--- src/rtl/sss_pkg.sv ---
// Shared types and constants for the smooth size search block.
package sss_pkg;

	// Width of the factor limit register and of a trial factor.
	localparam int unsigned LIMIT_W = 4;

	// Factor limit after reset.
	localparam logic [LIMIT_W-1:0] LIMIT_RESET = 4'd7;

	// First odd trial factor.
	localparam logic [LIMIT_W:0] FIRST_ODD_FACTOR = 5'd3;

	// The power of two wins when it exceeds the found size by less than 1/33 of it.
	localparam int unsigned MARGIN_W = 6;
	localparam logic [MARGIN_W-1:0] POW2_MARGIN = 6'd33;

	// Request to the shared trial division unit.
	typedef struct packed {
		logic               load;
		logic [LIMIT_W-1:0] divisor;
	} sss_div_req_t;

endpackage

--- src/rtl/smooth_size_search.sv ---
// Top level of the smooth size search block: sequencer, registers and handshakes.
// Sequence: a target at or below the limit, or a limit below two, goes straight to the
// output register; a limit of two runs the power of two search alone. Otherwise each even
// candidate has its factors of two stripped and is trial divided by odd factors up to the
// limit; the first smooth one takes the power of two search, margin check and output register.
// Throughput: one item at a time; the input stalls until the result enters the output register.
// Reset: arst_n clears the sequencer and the output valid and sets the factor limit to 7.
module smooth_size_search #(
	parameter int unsigned SIZE_BITS = 16
) (
	input  logic                              clk,
	input  logic                              arst_n,
	// Configuration write channel carrying the factor limit.
	input  logic                              cfg_valid,
	output logic                              cfg_ready,
	input  logic [sss_pkg::LIMIT_W-1:0]       factor_limit,
	// Input item channel.
	input  logic                              in_valid,
	output logic                              in_stall,
	input  logic [SIZE_BITS-1:0]              target_size,
	// Result item channel.
	output logic                              out_valid,
	input  logic                              out_stall,
	output logic [SIZE_BITS:0]                chosen_size
);
	import sss_pkg::*;

	// Candidates and powers of two never exceed 2^SIZE_BITS.
	localparam int unsigned W = SIZE_BITS + 1;
	localparam int unsigned CMP_W = W + MARGIN_W;

	typedef enum logic [6:0] {
		S_IDLE  = 7'b0000001,
		S_STRIP = 7'b0000010,
		S_KTEST = 7'b0000100,
		S_CHECK = 7'b0001000,
		S_POW   = 7'b0010000,
		S_CMP   = 7'b0100000,
		S_DONE  = 7'b1000000
	} state_t;

	state_t             state_q;
	logic [LIMIT_W-1:0] limit_q;
	logic [W-1:0]       cand_q;
	logic [W-1:0]       res_q;
	logic [W-1:0]       pow_q;
	logic [W-1:0]       result_q;
	logic [LIMIT_W:0]   k_q;
	logic               pow_only_q;
	logic               out_valid_q;
	logic [W-1:0]       chosen_q;

	logic               in_accept;
	logic               out_free;
	logic [LIMIT_W:0]   limit_ext;
	logic               res_is_one;
	logic               k_beyond;
	logic [W-1:0]       cand_next;
	logic [W-1:0]       pow_gap;
	logic [CMP_W-1:0]   gap_scaled;
	sss_div_req_t       div_req;
	logic [W-1:0]       div_quot;
	logic               div_hit;

	// Users change the limit only while idle (unenforced); it is always writable.
	assign cfg_ready = 1'b1;

	always_ff @(posedge clk or negedge arst_n) begin
		if (!arst_n) begin
			limit_q <= LIMIT_RESET;
		end else if (cfg_valid && cfg_ready) begin
			limit_q <= factor_limit;
		end
	end

	assign in_stall  = (state_q != S_IDLE);
	assign in_accept = in_valid && !in_stall;
	assign out_valid = out_valid_q;
	assign chosen_size = chosen_q;
	// The output register can take a new result when it is empty or being drained.
	assign out_free  = !out_valid_q || !out_stall;

	assign limit_ext  = {1'b0, limit_q};
	assign res_is_one = (res_q == W'(1));
	assign k_beyond   = (k_q > limit_ext);
	assign cand_next  = cand_q + W'(2);

	// The power of two is taken when (pow - cand) * 33 < cand.
	assign pow_gap    = pow_q - cand_q;
	assign gap_scaled = CMP_W'(pow_gap) * CMP_W'(POW2_MARGIN);

	// A trial division is issued when the residue is above one and factors remain.
	assign div_req.load    = (state_q == S_KTEST) && !res_is_one && !k_beyond;
	assign div_req.divisor = k_q[LIMIT_W-1:0];

	sss_div #(
		.VALUE_W (W)
	) u_div (
		.clk       (clk),
		.req       (div_req),
		.value     (res_q),
		.quotient  (div_quot),
		.divisible (div_hit)
	);

	// Sequencer state.
	always_ff @(posedge clk or negedge arst_n) begin
		if (!arst_n) begin
			state_q <= S_IDLE;
		end else begin
			unique case (state_q)
				S_IDLE: begin
					if (in_accept) begin
						if ((W'(target_size) <= W'(limit_q)) || (limit_q < LIMIT_W'(2))) begin
							state_q <= S_DONE;
						end else if (limit_q == LIMIT_W'(2)) begin
							state_q <= S_POW;
						end else begin
							state_q <= S_STRIP;
						end
					end
				end
				S_STRIP: begin
					if (res_q[0] || res_is_one) begin
						state_q <= S_KTEST;
					end
				end
				S_KTEST: begin
					if (res_is_one) begin
						state_q <= S_POW;
					end else if (k_beyond) begin
						state_q <= S_STRIP;
					end else begin
						state_q <= S_CHECK;
					end
				end
				S_CHECK: begin
					state_q <= S_KTEST;
				end
				S_POW: begin
					if (pow_q >= cand_q) begin
						state_q <= pow_only_q ? S_DONE : S_CMP;
					end
				end
				S_CMP: begin
					state_q <= S_DONE;
				end
				S_DONE: begin
					if (out_free) begin
						state_q <= S_IDLE;
					end
				end
				default: begin
					state_q <= S_IDLE;
				end
			endcase
		end
	end

	// Working registers of the search.
	always_ff @(posedge clk) begin
		unique case (state_q)
			S_IDLE: begin
				pow_q <= W'(1);
				k_q   <= FIRST_ODD_FACTOR;
				if (W'(target_size) <= W'(limit_q)) begin
					result_q <= W'(target_size);
				end else begin
					result_q <= '0;
				end
				pow_only_q <= (limit_q == LIMIT_W'(2));
				if (limit_q == LIMIT_W'(2)) begin
					cand_q <= W'(target_size);
				end else begin
					// Round an odd target up to the next even candidate.
					cand_q <= W'(target_size) + W'(target_size[0]);
					res_q  <= W'(target_size) + W'(target_size[0]);
				end
			end
			S_STRIP: begin
				if (!res_q[0] && !res_is_one) begin
					res_q <= res_q >> 1;
				end
			end
			S_KTEST: begin
				if (!res_is_one && k_beyond) begin
					// Not smooth: move to the next even candidate.
					cand_q <= cand_next;
					res_q  <= cand_next;
					k_q    <= FIRST_ODD_FACTOR;
				end
			end
			S_CHECK: begin
				if (div_hit) begin
					res_q <= div_quot;
				end else begin
					k_q <= k_q + (LIMIT_W + 1)'(2);
				end
			end
			S_POW: begin
				if (pow_q < cand_q) begin
					pow_q <= pow_q << 1;
				end else begin
					result_q <= pow_q;
				end
			end
			S_CMP: begin
				if (gap_scaled < CMP_W'(cand_q)) begin
					result_q <= pow_q;
				end else begin
					result_q <= cand_q;
				end
			end
			S_DONE: begin
			end
			default: begin
			end
		endcase
	end

	// Output register: holds the result until the receiver takes it.
	always_ff @(posedge clk or negedge arst_n) begin
		if (!arst_n) begin
			out_valid_q <= 1'b0;
		end else if ((state_q == S_DONE) && out_free) begin
			out_valid_q <= 1'b1;
		end else if (out_valid_q && !out_stall) begin
			out_valid_q <= 1'b0;
		end
	end

	always_ff @(posedge clk) begin
		if ((state_q == S_DONE) && out_free) begin
			chosen_q <= result_q;
		end
	end

endmodule

--- src/rtl/sss_div.sv ---
// Shared trial division unit: exact quotient by a small odd factor and a divisibility flag.
module sss_div #(
	parameter int unsigned VALUE_W = 17
) (
	input  logic                  clk,
	input  sss_pkg::sss_div_req_t req,
	input  logic [VALUE_W-1:0]    value,
	output logic [VALUE_W-1:0]    quotient,
	output logic                  divisible
);
	import sss_pkg::*;

	// Reciprocals are rounded up with SHIFT fraction bits, enough for an exact quotient.
	localparam int unsigned SHIFT = VALUE_W + LIMIT_W;
	localparam int unsigned PROD_W = VALUE_W + SHIFT;
	localparam int unsigned CHK_W = VALUE_W + LIMIT_W;
	localparam longint unsigned ONE_S = 64'd1 << SHIFT;

	localparam logic [SHIFT-1:0] RECIP [16] = '{
		SHIFT'(0), SHIFT'(0), SHIFT'(0),
		SHIFT'((ONE_S + 64'd2) / 64'd3),
		SHIFT'(0),
		SHIFT'((ONE_S + 64'd4) / 64'd5),
		SHIFT'(0),
		SHIFT'((ONE_S + 64'd6) / 64'd7),
		SHIFT'(0),
		SHIFT'((ONE_S + 64'd8) / 64'd9),
		SHIFT'(0),
		SHIFT'((ONE_S + 64'd10) / 64'd11),
		SHIFT'(0),
		SHIFT'((ONE_S + 64'd12) / 64'd13),
		SHIFT'(0),
		SHIFT'((ONE_S + 64'd14) / 64'd15)
	};

	logic [PROD_W-1:0]  prod;
	logic [VALUE_W-1:0] quot_s1;
	logic [VALUE_W-1:0] value_s1;
	logic [LIMIT_W-1:0] div_s1;
	logic [CHK_W-1:0]   back_prod;

	assign prod = PROD_W'(value) * PROD_W'(RECIP[req.divisor]);

	always_ff @(posedge clk) begin
		if (req.load) begin
			quot_s1  <= prod[PROD_W-1:SHIFT];
			value_s1 <= value;
			div_s1   <= req.divisor;
		end
	end

	// The quotient is exact; multiplying back tells whether the remainder was zero.
	assign back_prod = CHK_W'(quot_s1) * CHK_W'(div_s1);
	assign divisible = (back_prod == CHK_W'(value_s1));
	assign quotient  = quot_s1;

endmodule
--- config.mk ---
export PLATFORM = sky130hd
export DESIGN_NAME = smooth_size_search
export DESIGN_NICKNAME = d
export VERILOG_FILES = /design/src/rtl/sss_pkg.sv /design/src/rtl/smooth_size_search.sv /design/src/rtl/sss_div.sv
export SDC_FILE = /design/constraint.sdc
export NUM_CORES = 1
export LEC_CHECK = 0
export ABC_AREA = 0
export BUFFER_PORTS_ARGS = -buffer_cell sky130_fd_sc_hd__buf_2
export CORE_ASPECT_RATIO = 0.7
export CORE_MARGIN = 1
export CORE_UTILIZATION = 55
export DETAILED_ROUTE_END_ITERATION = 16
export GPL_ROUTABILITY_DRIVEN = 0
export MAX_ROUTING_LAYER = met4
export PLACE_DENSITY = 0.74
export SYNTH_ARGS = -nofsm -noshare
export SYNTH_HDL_FRONTEND = slang
export SYNTH_HIERARCHICAL = 1
export SYNTH_SLANG_ARGS = --single-unit
--- constraint.sdc ---
create_clock -name clk -period 6.3 [get_ports clk]
set_input_delay 0.315 -clock clk [delete_from_list [all_inputs] [get_ports clk]]
set_output_delay 0.315 -clock clk [all_outputs]
set_load 0.05 [all_outputs]
* Word-level counts from Yosys, hierarchy flattened
Memories as Yosys holds them, arrays and structs flattened. Cells that the tools add are included.
Word-level totals: register bits 141, bits in read-only memories 336, input port bits 25, output and inout port bits 20, word-level logic and storage cells 109, memories kept 1
Memories:
- (name not given) | depth 16, bits a word 21, read ports 1, clocked after Yosys merged registers in 0, write ports 0, RTL line sss_div.sv:42 | assign prod = PROD_W'(value) * PROD_W'(RECIP[req.divisor]);
Operators by class: add/subtract/negate cells 4, multipliers 3, order comparisons 7, equality and inequality tests 22, muxes and demuxes 30, bitwise logic cells 1, reductions and logical operators 28
Operators with widths (count):
- $mux 17 | 8
- $pmux 17 s2 | 2
- $pmux 17 s4 | 1
- $pmux 17 s3 | 1
- $pmux 7 s7 | 1
- $mux 21 | 2
- $mux 7 | 6
- $mul 17x21->38 | 1
- $lt 23x17->1 | 1
- $mul 17x6->23 const B | 1
- $eq 21x17->1 | 1
- $mul 17x4->21 | 1
- $mux 5 | 4
- $ne 2x2->1 const B | 10
- $add 16x1->17 | 1
- $add 17x2->17 const B | 1
- $eq 17x1->1 const B | 1
- $ge 17x17->1 | 1
- $lt 17x17->1 | 1
- $sub 17x17->17 | 1
- $le 16x4->1 | 1
- $mux 16 | 1
- $pmux 5 s3 | 1
- $eq 7x1->1 const B | 1
- other kinds (26) | 45

* Depth between registers and ports, before layout
depth in word-level cells 5, depth in mapped cells 30, gate-level depth less buffers 29

* By module
The synthesis kept the hierarchy.
By module, submodules not included:
- sss_div | times used 1, cells an instance 1539, area each 14049.7 um^2, seq. area each 1141.1 um^2
- smooth_size_search | times used 1, cells an instance 720, area each 7423.4 um^2, seq. area each 3007.9 um^2

* Least setup slack after synthesis
No wires, ideal clock.
path kind register -> register, start point register k_q[3], end point register u_div.quot_s1[15], in the netlist u_div/quotient[15] (data pin), library setup time 0.258 ns, data arrival time 6.769 ns, setup slack -0.727 ns, stages on the path, launching flop included 27, path buffers 2, cells stage by stage edfxtp_1 -> clkbuf_1 -> nor2b_1 -> a21oi_1 -> nor2b_1 -> clkbuf_1 -> nand2_1 -> fa_1 -> inv_1 -> fa_1 -> inv_1 -> fa_1 -> inv_1 -> fa_1 -> inv_1 -> fa_1 -> fa_1 -> inv_1 -> ha_1 -> a21oi_1 -> nand2_1 -> a221oi_2 -> and4_4 -> o31ai_4 -> and2b_2 -> a211o_1 -> xor2_1
On the way: longest elaborated chain between the ends 5
Ends and longest elaborated chain:
- start, declared | RTL line smooth_size_search.sv:48 | logic [LIMIT_W:0] k_q;
- start signal, assigned | RTL line smooth_size_search.sv:197 | k_q <= k_q + (LIMIT_W + 1)'(2);
- $not 4->5 (not written as such) | RTL line sss_div.sv:42
- $mem_v2 16x21
- $mux 21 (not written as such) (2 in a row) | RTL line sss_div.sv:42
- $mul 17x21->38 | RTL line sss_div.sv:42
- named net u_div.prod[36] | RTL line sss_div.sv:36 | logic [PROD_W-1:0] prod;
- end signal, assigned | RTL line sss_div.sv:46 | quot_s1 <= prod[PROD_W-1:SHIFT];
- end, declared | RTL line sss_div.sv:37 | logic [VALUE_W-1:0] quot_s1;
The timed path passes the listed nets, and every way through them passes these cells. The select of a mux whose other input is x is not followed. A chain may end at the register's enable or synchronous reset.

* Worst setup path in the final report
start point register k_q[2], end point register u_div.quot_s1[11], in the netlist u_div/quotient[11] (data pin)
Same word-level chain as after synthesis.

==> results.txt <==
clk buf depth = 2
reg2reg start = k_q[2]$_SDFFCE_PN0P_
share of synthesized registers carrying an async set or reset = 8.57%
Max Transition Viols Final = 0
worst slew pin tran = 1.35 ns
Final min period = 6.80 ns
DRC = 0
share of layout cells above drive strength 1 = 21.9%
synth cell count leaders = inv_1 (405), fa_1 (283), ha_1 (231)
Worst Skew = 0.0146 ns
fill count = 2861
Fin. Hold Viols = 0
startpoint types = flop
First-pass DRT Iterations = 6
DR WL/cell = 22.1 um
sequential-to-total area share from yosys stat = 19.3%
post-synthesis simple-gate area fraction = 16.8%
final worst-path cycle share = 108%
Die Span X = 238 um
crit-path max FO = 5
Reg clk slew, reported paths = 0.07 ns
design area = 25900 um2
FP Rows = 60
Vias = 18.3k
Yosys top cell by area = fa_1
most frequent cell after synthesis = inv_1
Port Buffer Count = 43
Synth-to-Final Area Change = 20.6%
dpl cells = 3000
Layout Nets = 3075
Synth Area in Adders = 39.8%
mux share of post-synthesis cell area = 0.425%
Min-Delay Endpoint = state_q[0]$_DFFE_PN1P_
DRT iter0 DRCs = 2444
Clock Latency Late Sink = 0.45 ns
post-synthesis compound-gate area fraction = 10.5%
area of the multi-input gates = 16400 um2
final worst slack = -0.502 ns
initial antenna violation count = 6
global-route wire length before repair = 106 mm
reg-to-reg slack, setup = -0.50 ns
Total GRT Usage = 36.1%
Post-Route WL = 68.0 mm
critical hold path startpoint = in_valid
Min-Delay Path Class = in -> reg
worst reg-to-reg path cell count = 25
flip-flop and latch area = 4150 um2
required time worst endpoint = 6.48 ns
CTS tree = built
main flop type after synthesis = edfxtp_1
main combinational cell family by area after synthesis = adder cells
unrepaired setup endpoints after global routing = true
Slowest-stage cell, CP = fa_2
Slew HR = 9.59%
root buffer cell = clkbuf_16
clock tree sinks = 140
synthesized area = 21500 um2
pin count of the biggest net entering global routing = 39
Worst R2R End = u_div/quotient[11]$_DFFE_PP_
Crit. End Element = flop
Post-Synthesis Cells = 2259
Core Region = 38400 um2
Yosys top cell area share = 26.4%
placed wire-length estimate after detailed placement = 54.8 mm
WP data arrival = 6.98 ns
fmax = 0.147 GHz
Die Height = 167 um
Netlist cell types = 98
post-route insts no fill = 3084
Largest stage delay, worst path = 0.65 ns
gr ovfl total = 0
hold path cells = 2
effective utilization at floorplan = 55.9%
Ports = 45
Ys Warns = 6
cts bufs inserted = 17
max_cap viols = 0
Vias/cell = 5.92
vias in the first global route = 18.7k
status = finished, violations left
failing checks = setup timing
ANT nets after route = 0
Synth Register Bits = 140
top cells by area, synth = fa_1 (26%), edfxtp_1 (18%), ha_1 (13%)
placed instance area = 24100 um2
die area = 39800 um2
CP most frequent cell = fa_1
syn avg cell area = 9.51 um2
endpoints failing setup = 17
CP Class = reg -> reg
Synth Area in XOR/XNOR = 4.39%
Post-synth EDFFs = 128
# H-tree levels = 4
## placed cells by master, fill, tap and decap left out, types with 9 or more instances in the layout
cell	synthesis	final
inv_1	405	383
fa_1	283	270
buf_4	3	243
ha_1	231	207
and2_1	185	179
nand2_1	185	168
edfxtp_1	128	128
nor2_1	96	86
a21oi_1	87	70
xnor2_1	63	59
buf_2	6	43
xor2_1	39	37
a21o_1	35	35
nand3_1	36	35
o21ai_0	40	34
and3_1	35	32
buf_6	4	26
inv_2	3	24
nor3_1	28	24
ha_4	0	23
nand2b_1	23	20
a21oi_2	3	18
clkbuf_16	0	17
nor4_1	16	16
nand4_1	16	16
nor2b_1	20	16
o21ai_1	14	14
nand2_2	0	14
a22o_1	15	13
fa_2	0	13
conb_1	1	11
a31oi_1	11	10
buf_12	0	10
o21a_1	10	9
## worst max-delay path, delay by kind of cell (launching register included)
family	cells	cell delay (ns)
DFF	1	0.44
AOI/OAI and AO/OA	3	0.62
adders and majority gates	7	3.48
buffers and inverters	7	0.65
and+or+nand+nor	8	1.37
## cell type report
cell class              instances  area share (%)
clock inverters                15           0.652
diodes                          8          0.0773
clock buffers                  17            1.64
repair buffers                324            9.93
inverters                     408            5.92
flip-flops and latches        140            16.0
well taps                     527            2.55
multi-input cells            1645            63.2
## through the flow
step	util (%)	setup slack [ns]	hold slack (ns)	TNS, ns
finish	67.4	-0.502	0.0290	-5.65
global route	67.3	-0.718	0.0156	-9.03
CTS	66.5	-0.293	0.00917	-2.73
detailed placement	62.7	-0.598	0.203	-10.55
global placement	62.7	-0.423	0.195	-5.58
floorplan	-	-0.0894	0.0194	-0.338
## sequential cells by signal (all words and copies together), names as in the netlist
signal and count:
u_div/quotient 17, pow_q 17, u_div/div_s1 4, limit_q 4, u_div/value_s1 17, k_q 4, chosen_size 17, pow_only_q 1
out_valid 1, cand_q 17, state_q 7, result_q 17, res_q 17
## per-layer routing
layer / share of wire [%] / GRT usage, %
met2: 40 / 48.2
met1: 42 / 51.5
met4: 2.3 / 8.72
met5: 0 / -
met3: 16 / 13.3
## worst max path at each step
stage,startpoint,end,slack (ns),cells past startpoint
6_report,k_q[2]$_SDFFCE_PN0P_,u_div/quotient[11]$_DFFE_PP_,-0.50,25
5_1_grt,k_q[2]$_SDFFCE_PN0P_,u_div/quotient[11]$_DFFE_PP_,-0.72,25
4_1_cts,k_q[2]$_SDFFCE_PN0P_,u_div/quotient[15]$_DFFE_PP_,-0.29,27
3_5_place_dp,k_q[1]$_SDFFCE_PN1P_,u_div/quotient[15]$_DFFE_PP_,-0.60,25
3_3_place_gp,k_q[1]$_SDFFCE_PN1P_,u_div/quotient[15]$_DFFE_PP_,-0.42,23
2_1_floorplan,k_q[2]$_SDFFCE_PN0P_,u_div/quotient[15]$_DFFE_PP_,-0.09,26
## cell families after synthesis
group	Yosys count
simple gates	690
fa+ha+maj	514
buf+inv	484
compound gates	316
flops	140
xor+xnor	105
mux	9
other cells	1
## what timing repair did
| action | 4_1_cts | 5_1_grt |
|---|---|---|
| hold buffers | 1 | 0 |
| endpoints found under the hold margin | 12 | 0 |
| gates resized for setup | 132 | 51 |
| cloned | 1 | 0 |
| pin swaps | 75 | 65 |
| endpoints found under the setup margin | 34 | 34 |
| setup buffers | 37 | 11 |
Power is left out: the tool's default activity adds up to more than one toggle a clock period on the data nets, which glitch-free logic cannot reach.
